===== src/bres_pkg.sv =====
package bres_pkg;

   localparam int COORD_BITS = 12;
   localparam int COLOR_BITS = 32;
   // The error term stays within (-major_delta, 3*major_delta].
   localparam int ERR_BITS = COORD_BITS + 3;

   localparam int REQ_FIELD_BITS = 4 * COORD_BITS + COLOR_BITS;
   localparam int REQ_DATA_BITS = ((REQ_FIELD_BITS + 7) / 8) * 8;
   localparam int RSP_FIELD_BITS = 2 * COORD_BITS + COLOR_BITS;
   localparam int RSP_DATA_BITS = ((RSP_FIELD_BITS + 7) / 8) * 8;

   // Bit offsets of the request fields inside req_tdata.
   localparam int FIRST_X_LSB = 0;
   localparam int FIRST_Y_LSB = COORD_BITS;
   localparam int SECOND_X_LSB = 2 * COORD_BITS;
   localparam int SECOND_Y_LSB = 3 * COORD_BITS;
   localparam int COLOR_LSB = 4 * COORD_BITS;

   typedef logic [COORD_BITS-1:0] coord_type;
   typedef logic [COLOR_BITS-1:0] color_type;

   typedef enum logic {
      KIND_START = 1'b0,
      KIND_STEP  = 1'b1
   } kind_type;

   typedef struct packed {
      kind_type  kind;
      coord_type first_x;
      coord_type first_y;
      coord_type second_x;
      coord_type second_y;
      color_type color;
   } request_type;

   typedef struct packed {
      coord_type pixel_x;
      coord_type pixel_y;
      color_type pixel_color;
      logic      last_pixel;
   } pixel_type;

   typedef struct packed {
      logic fire;
      logic drawing;
   } core_status_type;

endpackage


===== src/bres_in_reg.sv =====
module bres_in_reg (
   input  logic                  clock,
   input  logic                  reset,
   input  logic                  req_tvalid,
   output logic                  req_tready,
   input  logic [bres_pkg::REQ_DATA_BITS-1:0] req_tdata,
   input  logic                  req_tuser,
   input  logic                  take,
   output logic                  item_valid,
   output bres_pkg::request_type item
);

   logic                  valid_ff;
   logic                  valid_in;
   bres_pkg::request_type item_ff;

   // The register accepts a new request whenever it is empty or its content leaves now.
   assign req_tready = !valid_ff || take;
   assign valid_in = req_tready ? req_tvalid : valid_ff;

   always_ff @(posedge clock) begin
      if (reset) begin
         valid_ff <= 1'b0;
      end else begin
         valid_ff <= valid_in;
      end
   end

   always_ff @(posedge clock) begin
      if (req_tvalid && req_tready) begin
         item_ff.kind     <= bres_pkg::kind_type'(req_tuser);
         item_ff.first_x  <= req_tdata[bres_pkg::FIRST_X_LSB +: bres_pkg::COORD_BITS];
         item_ff.first_y  <= req_tdata[bres_pkg::FIRST_Y_LSB +: bres_pkg::COORD_BITS];
         item_ff.second_x <= req_tdata[bres_pkg::SECOND_X_LSB +: bres_pkg::COORD_BITS];
         item_ff.second_y <= req_tdata[bres_pkg::SECOND_Y_LSB +: bres_pkg::COORD_BITS];
         item_ff.color    <= req_tdata[bres_pkg::COLOR_LSB +: bres_pkg::COLOR_BITS];
      end
   end

   assign item_valid = valid_ff;
   assign item = item_ff;

endmodule


===== src/bres_core.sv =====
module bres_core (
   input  logic                      clock,
   input  logic                      reset,
   input  logic                      item_valid,
   input  bres_pkg::request_type     item,
   input  logic                      out_space,
   output logic                      take,
   output logic                      pixel_valid,
   output bres_pkg::pixel_type       pixel,
   output bres_pkg::core_status_type status
);

   localparam int CB = bres_pkg::COORD_BITS;
   localparam int EB = bres_pkg::ERR_BITS;

   logic                    drawing_ff;
   logic                    drawing_in;
   logic [CB-1:0]           major_pos_ff;
   logic [CB-1:0]           major_end_ff;
   logic [CB-1:0]           minor_pos_ff;
   logic signed [EB-1:0]    error_acc_ff;
   logic [CB-1:0]           major_delta_ff;
   logic [CB:0]             minor_twice_ff;
   logic                    minor_up_ff;
   logic                    axes_swapped_ff;
   bres_pkg::color_type     line_color_ff;

   // Start setup.
   logic [CB-1:0] abs_dx;
   logic [CB-1:0] abs_dy;
   logic          steep;
   logic [CB-1:0] maj_a;
   logic [CB-1:0] maj_b;
   logic [CB-1:0] min_a;
   logic [CB-1:0] min_b;
   logic          flip;
   logic [CB-1:0] maj_lo;
   logic [CB-1:0] maj_hi;
   logic [CB-1:0] min_lo;
   logic [CB-1:0] min_hi;
   logic [CB-1:0] abs_dmin;

   // Step datapath.
   logic                 last;
   logic signed [EB-1:0] err_sum;
   logic signed [EB-1:0] delta_ext;
   logic signed [EB-1:0] delta_twice;
   logic                 over;
   logic                 is_start;
   logic                 is_step;

   assign take = item_valid && out_space;
   assign is_start = take && (item.kind == bres_pkg::KIND_START);
   assign is_step = take && (item.kind == bres_pkg::KIND_STEP) && drawing_ff;

   assign abs_dx = (item.first_x > item.second_x) ? item.first_x - item.second_x
                                                  : item.second_x - item.first_x;
   assign abs_dy = (item.first_y > item.second_y) ? item.first_y - item.second_y
                                                  : item.second_y - item.first_y;
   // A tie between the deltas leaves x as the major axis.
   assign steep = abs_dx < abs_dy;
   assign maj_a = steep ? item.first_y : item.first_x;
   assign min_a = steep ? item.first_x : item.first_y;
   assign maj_b = steep ? item.second_y : item.second_x;
   assign min_b = steep ? item.second_x : item.second_y;
   assign flip = maj_a > maj_b;
   assign maj_lo = flip ? maj_b : maj_a;
   assign maj_hi = flip ? maj_a : maj_b;
   assign min_lo = flip ? min_b : min_a;
   assign min_hi = flip ? min_a : min_b;
   assign abs_dmin = (min_lo > min_hi) ? min_lo - min_hi : min_hi - min_lo;

   assign last = major_pos_ff == major_end_ff;
   assign err_sum = error_acc_ff + $signed({{(EB-CB-1){1'b0}}, minor_twice_ff});
   assign delta_ext = $signed({{(EB-CB){1'b0}}, major_delta_ff});
   assign delta_twice = $signed({{(EB-CB-1){1'b0}}, major_delta_ff, 1'b0});
   assign over = err_sum > delta_ext;

   always_comb begin
      drawing_in = drawing_ff;
      if (is_start) begin
         drawing_in = 1'b1;
      end else if (is_step && last) begin
         drawing_in = 1'b0;
      end
   end

   always_ff @(posedge clock) begin
      if (reset) begin
         drawing_ff <= 1'b0;
      end else begin
         drawing_ff <= drawing_in;
      end
   end

   always_ff @(posedge clock) begin
      if (is_start) begin
         major_pos_ff    <= maj_lo;
         major_end_ff    <= maj_hi;
         minor_pos_ff    <= min_lo;
         error_acc_ff    <= '0;
         major_delta_ff  <= maj_hi - maj_lo;
         minor_twice_ff  <= {abs_dmin, 1'b0};
         minor_up_ff     <= min_hi > min_lo;
         axes_swapped_ff <= steep;
         line_color_ff   <= item.color;
      end else if (is_step && !last) begin
         major_pos_ff <= major_pos_ff + 1'b1;
         if (over) begin
            minor_pos_ff <= minor_up_ff ? minor_pos_ff + 1'b1 : minor_pos_ff - 1'b1;
            error_acc_ff <= err_sum - delta_twice;
         end else begin
            error_acc_ff <= err_sum;
         end
      end
   end

   assign pixel_valid = is_step;
   assign pixel.pixel_x = axes_swapped_ff ? minor_pos_ff : major_pos_ff;
   assign pixel.pixel_y = axes_swapped_ff ? major_pos_ff : minor_pos_ff;
   assign pixel.pixel_color = line_color_ff;
   assign pixel.last_pixel = last;

   assign status.fire = is_step;
   assign status.drawing = drawing_ff;

endmodule


===== src/bres_out_reg.sv =====
module bres_out_reg (
   input  logic                 clock,
   input  logic                 reset,
   input  logic                 load,
   input  bres_pkg::pixel_type  pixel,
   output logic                 space,
   output logic                 rsp_tvalid,
   input  logic                 rsp_tready,
   output logic [bres_pkg::RSP_DATA_BITS-1:0] rsp_tdata,
   output logic                 rsp_tlast
);

   logic                valid_ff;
   logic                valid_in;
   bres_pkg::pixel_type pixel_ff;

   // The register frees up in the same cycle that the sink takes its pixel.
   assign space = !valid_ff || rsp_tready;
   assign valid_in = load || (valid_ff && !rsp_tready);

   always_ff @(posedge clock) begin
      if (reset) begin
         valid_ff <= 1'b0;
      end else begin
         valid_ff <= valid_in;
      end
   end

   always_ff @(posedge clock) begin
      if (load) begin
         pixel_ff <= pixel;
      end
   end

   assign rsp_tvalid = valid_ff;
   assign rsp_tdata = bres_pkg::RSP_DATA_BITS'({pixel_ff.pixel_color, pixel_ff.pixel_y,
                                                pixel_ff.pixel_x});
   assign rsp_tlast = pixel_ff.last_pixel;

endmodule


===== src/bresenham_line_pixel_generator.sv =====
// Bresenham line pixel generator.
// Path: a step request is accepted into the input register, and its pixel is registered
// in the output register, which drives rsp, once that register has room. Throughput: one
// request per cycle while the output register has room; each step is one add, compare and
// subtract between the request and pixel registers. A pixel left waiting stalls the core.
// Reset: synchronous, active high; clears both stage valids and leaves the block idle.
module bresenham_line_pixel_generator (
   input  logic clock,
   input  logic reset,
   // Request channel.
   input  logic req_tvalid,
   output logic req_tready,
   // req_tdata, lowest bit up: first_x, first_y, second_x, second_y, color.
   input  logic [bres_pkg::REQ_DATA_BITS-1:0] req_tdata,
   // req_tuser: kind (0 starts a line, 1 asks for the next pixel).
   input  logic req_tuser,
   // Pixel channel.
   output logic rsp_tvalid,
   input  logic rsp_tready,
   // rsp_tdata, lowest bit up: pixel_x, pixel_y, pixel_color.
   output logic [bres_pkg::RSP_DATA_BITS-1:0] rsp_tdata,
   // rsp_tlast: last_pixel, high on the final pixel of a line.
   output logic rsp_tlast
);

   // A request first lands in the input register. From there the core either loads a new
   // line (start request, no pixel), drops it (step while idle), or emits one pixel into
   // the output register and advances the line state. The core moves a request only when
   // the output register has room, so a stalled sink holds the input register. While a
   // finished pixel waits to be taken, the input register still absorbs one more request,
   // and after that the request channel stalls until the sink takes the pixel.

   logic                      item_valid;
   bres_pkg::request_type     item;
   logic                      take;
   logic                      out_space;
   logic                      pixel_valid;
   bres_pkg::pixel_type       pixel;
   bres_pkg::core_status_type status;

   bres_in_reg u_in_reg (
      .clock      (clock),
      .reset      (reset),
      .req_tvalid (req_tvalid),
      .req_tready (req_tready),
      .req_tdata  (req_tdata),
      .req_tuser  (req_tuser),
      .take       (take),
      .item_valid (item_valid),
      .item       (item)
   );

   bres_core u_core (
      .clock       (clock),
      .reset       (reset),
      .item_valid  (item_valid),
      .item        (item),
      .out_space   (out_space),
      .take        (take),
      .pixel_valid (pixel_valid),
      .pixel       (pixel),
      .status      (status)
   );

   bres_out_reg u_out_reg (
      .clock      (clock),
      .reset      (reset),
      .load       (pixel_valid),
      .pixel      (pixel),
      .space      (out_space),
      .rsp_tvalid (rsp_tvalid),
      .rsp_tready (rsp_tready),
      .rsp_tdata  (rsp_tdata),
      .rsp_tlast  (rsp_tlast)
   );

`ifndef ASSERT_OFF
   // A pixel is produced only while a line is being drawn.
   a_pixel_needs_line : assert property (@(posedge clock) disable iff (reset)
      status.fire |-> status.drawing)
      else $error("pixel produced while idle");

   // The final pixel of a line returns the block to idle.
   a_last_ends_line : assert property (@(posedge clock) disable iff (reset)
      status.fire && pixel.last_pixel |=> !status.drawing)
      else $error("line still active after its last pixel");

   // A start request always leaves a line in progress.
   a_start_begins_line : assert property (@(posedge clock) disable iff (reset)
      take && item.kind == bres_pkg::KIND_START |=> status.drawing)
      else $error("start request did not begin a line");

   // A pixel enters the output register only when it has room.
   a_no_overwrite : assert property (@(posedge clock) disable iff (reset)
      pixel_valid |-> out_space)
      else $error("pixel loaded over a waiting pixel");
`endif

endmodule


===== config.mk =====
export PLATFORM = sky130hd
export DESIGN_NAME = bresenham_line_pixel_generator
export DESIGN_NICKNAME = d
export VERILOG_FILES = /design/src/bres_pkg.sv /design/src/bres_in_reg.sv /design/src/bres_core.sv /design/src/bres_out_reg.sv /design/src/bresenham_line_pixel_generator.sv
export SDC_FILE = /design/constraint.sdc
export NUM_CORES = 1
export LEC_CHECK = 0
export BUFFER_PORTS_ARGS = -buffer_cell sky130_fd_sc_hd__buf_2
export CORE_UTILIZATION = 56
export CTS_CLUSTER_DIAMETER = 200
export DETAILED_ROUTE_END_ITERATION = 6
export PLACE_DENSITY = 0.76
export SYNTH_ARGS = -nofsm -noshare
export SYNTH_HDL_FRONTEND = slang
export SYNTH_HIERARCHICAL = 1
export SYNTH_SLANG_ARGS = --single-unit

===== constraint.sdc =====
create_clock -name clock -period 19.19 [get_ports clock]
set_input_delay 2.8785 -clock clock [delete_from_list [all_inputs] [get_ports clock]]
set_output_delay 2.8785 -clock clock [all_outputs]
set_load 0.005 [all_outputs]

==> metrics.md <==
| Metric | Value |
|---|---|
| Largest net degree at the start of global routing | ~80 |
| Setup WS pre-CTS | between 5000 and 6000 ps |
| Wirelength per Cell | between 20 and 25 um |
| Vias per cell | roughly 6 |
| Worst-skew pair later-pin latency | between 500 and 600 ps |
| Crit path DAT | between 10,000 and 15,000 ps |
| Finished Core Util | 0.635 |
| Post-Syn Instances | around 1,600 |
| Initial drt markers | 1,201 |
| Slowest CP cell | o21ai_0 |
| Die height | about 170 um |
| Die area | ~30,000 um^2 |
| ANT nets after route | 0 |
| Hold_buf cts | 0 |
| WL final | between 40,000 and 50,000 um |
| Clock Skew | roughly 18 ps |
| Total GRT Usage | 0.290 |
| Critical path endpoint category | flop |
| Family with the most delay on the worst path | compound AO/OA/AOI/OAI gates |
| Dpl cells | ~2,100 |
| TritonCTS clock tree | yes |
| Synth Net Count | ~1,800 |
| Htree depth | 1 |
| Warnings, synthesis | 6 |
| Fin crit share | 0.703 |
| Clock transition at path regs | 60 ps |
| Multi-input logic area | 8170 um^2 |
| First-pass GRT wire length | between 60,000 and 70,000 um |
| HP Class | flop to flop |
| Nets | a little under 2,000 |
| DRC viols | 0 |
| Worst-path fanout max | 76 |
| Syn avg cell area | between 10 and 15 um^2 |
| Clk sink count | ~250 |
| Via count | roughly 13,000 |
| Worst relative slew slack | 0.280 |
| Starting Density | 0.568 |
| Ant diodes | 0 |
| Die X | between 150 and 200 um |
| Share of cells above drive strength 1 | 0.149 |
| Final Critical Period | between 10,000 and 15,000 ps |
| Max Slew Vio Count | 0 |
| RSZ-0062 raised after global routing | false |
| DP Wirelength | between 30,000 and 40,000 um |
| Core area | 28,600 um^2 |
| Clock Root Buffer | clkbuf_16 |
| Ports | between 100 and 150 |
| Fmax | approximately 74 MHz |
| Layout area overhead | 11.7% |
| Req. time, crit path | ~19,000 ps |
| Max cap viols | 0 |
| # rows | between 60 and 70 |
| CP startpoint kind | flop |
| DR pass1 iterations | 6 |
| IO Port Bufs | between 100 and 150 |
| Final Non-Filler Cells | between 2,000 and 2,500 |
| Setup ws final | between 5000 and 6000 ps |
| Classification of the worst setup path | flop to flop |
| Post-CTS sizing | 0 |
| Grt ovf | 0 |
| Pin slew with the least headroom to its limit | about 1100 ps |
| Setup TNS | 0 ps |
| Crit path largest cell delay | around 760 ps |
| Synth Cell Area | 16,300 um^2 |
| Bufs and invs on worst path | 8 |
| Final RePlAce weighted congestion | roughly 1.0 |
| TritonCTS Buffers | 27 |
| Initial antenna violation count | 1 |
| Status | finished, final reports clean |
| Fillers | 2,339 |
| Fin. Hold Viols | 0 |
| Sequential cell area | 7310 um^2 |
| Vias in the first global route | roughly 12,000 |
| CTS Buffer Depth | 3 |
| Setup-failing EPs final | 0 |
| Setup Buffers After CTS | 0 |
[placed cells by master (no fill, tap or decap), drive strengths merged, types with 6 or more instances in the layout]
cell type and instances:
nor2b 18, edfxtp 232, nand4 19, ha 138, clkinv 11, a2111oi 6, dfxtp 17, o21bai 13
or3 6, nand3 36, and2 26, a31oi 19, o21ai 84, buf 155, a21oi 128, nor3 30
a221oi 6, o31ai 6, mux2i 40, a31o 6, o21a 15, a21o 35, xor2 21, nand2 117
inv 145, a21boi 9, nand2b 9, mux2 32, o211ai 48, xnor2 67, clkbuf 32, nor2 114
fa 9, a211oi 14
[layer usage]
metal,GRT usage,vias to the layer above,routed length (um)
met5,0,-,0
met4,0.122,0,1890
met3,0.0346,92,2690
met2,0.468,513,19900
met1,0.396,5885,18800
li1,-,6048,-
[flip-flops by register name, summed over array words and instances, names as in the netlist]
name / flops
u_core/major_delta_ff: 12
u_in_reg/item_valid: 1
u_core/error_acc_ff: 14
u_core/minor_up_ff: 1
u_core/axes_swapped_ff: 1
u_core/minor_twice_ff: 12
u_core/line_color_ff: 32
u_in_reg/item: 81
u_out_reg/rsp_tvalid: 1
u_core/major_end_ff: 12
u_core/minor_pos_ff: 12
u_out_reg/rsp_tdata: 56
u_out_reg/rsp_tlast: 1
u_core/major_pos_ff: 12
u_core/drawing_ff: 1
[per-stage QoR]
step                hold WS, ps  instance area (um^2)
floorplan                   400                 16300
CTS                         416                 18200
global placement            400                 17300
finish                      416                 18200
detailed placement          405                 17300
global route                420                 18200
[final timing paths]
path	startpoint	to	cells after the start	slack, ps
hold reg to reg	u_in_reg/item[10]	u_core/line_color_ff[10]	0	420
hold / removal	u_in_reg/item[10]	u_core/line_color_ff[10]	0	420
setup / recovery	u_in_reg/item[56]	u_core/minor_twice_ff[10]	49	5700
setup reg to reg	u_in_reg/item[56]	u_core/minor_twice_ff[10]	49	5700
[worst register-to-register path: cells and delay by family, from the launching register on]
kind | cells | cell delay, ps
XOR/XNOR | 2 | 320
AND/OR/NAND/NOR | 12 | 2400
AO/OA/AOI/OAI | 18 | 5170
adder cells (fa/ha/maj) | 6 | 1860
flip-flops | 1 | 410
buffers and inverters | 8 | 2000
multiplexers | 3 | 1080
[area by class of cell]
| class | instances | share of cell area |
|---|---|---|
| multi-input combinational | 1133 | 0.450 |
| sequential | 249 | 0.402 |
| timing repair buffer | 155 | 0.0443 |
| clock buffer | 32 | 0.0393 |
| inverter | 144 | 0.0299 |
| tap | 384 | 0.0264 |
| clock inverter | 17 | 0.00833 |
Power is not shown: default switching activity piles up to over one toggle a cycle in this logic, so the estimate is an artifact.
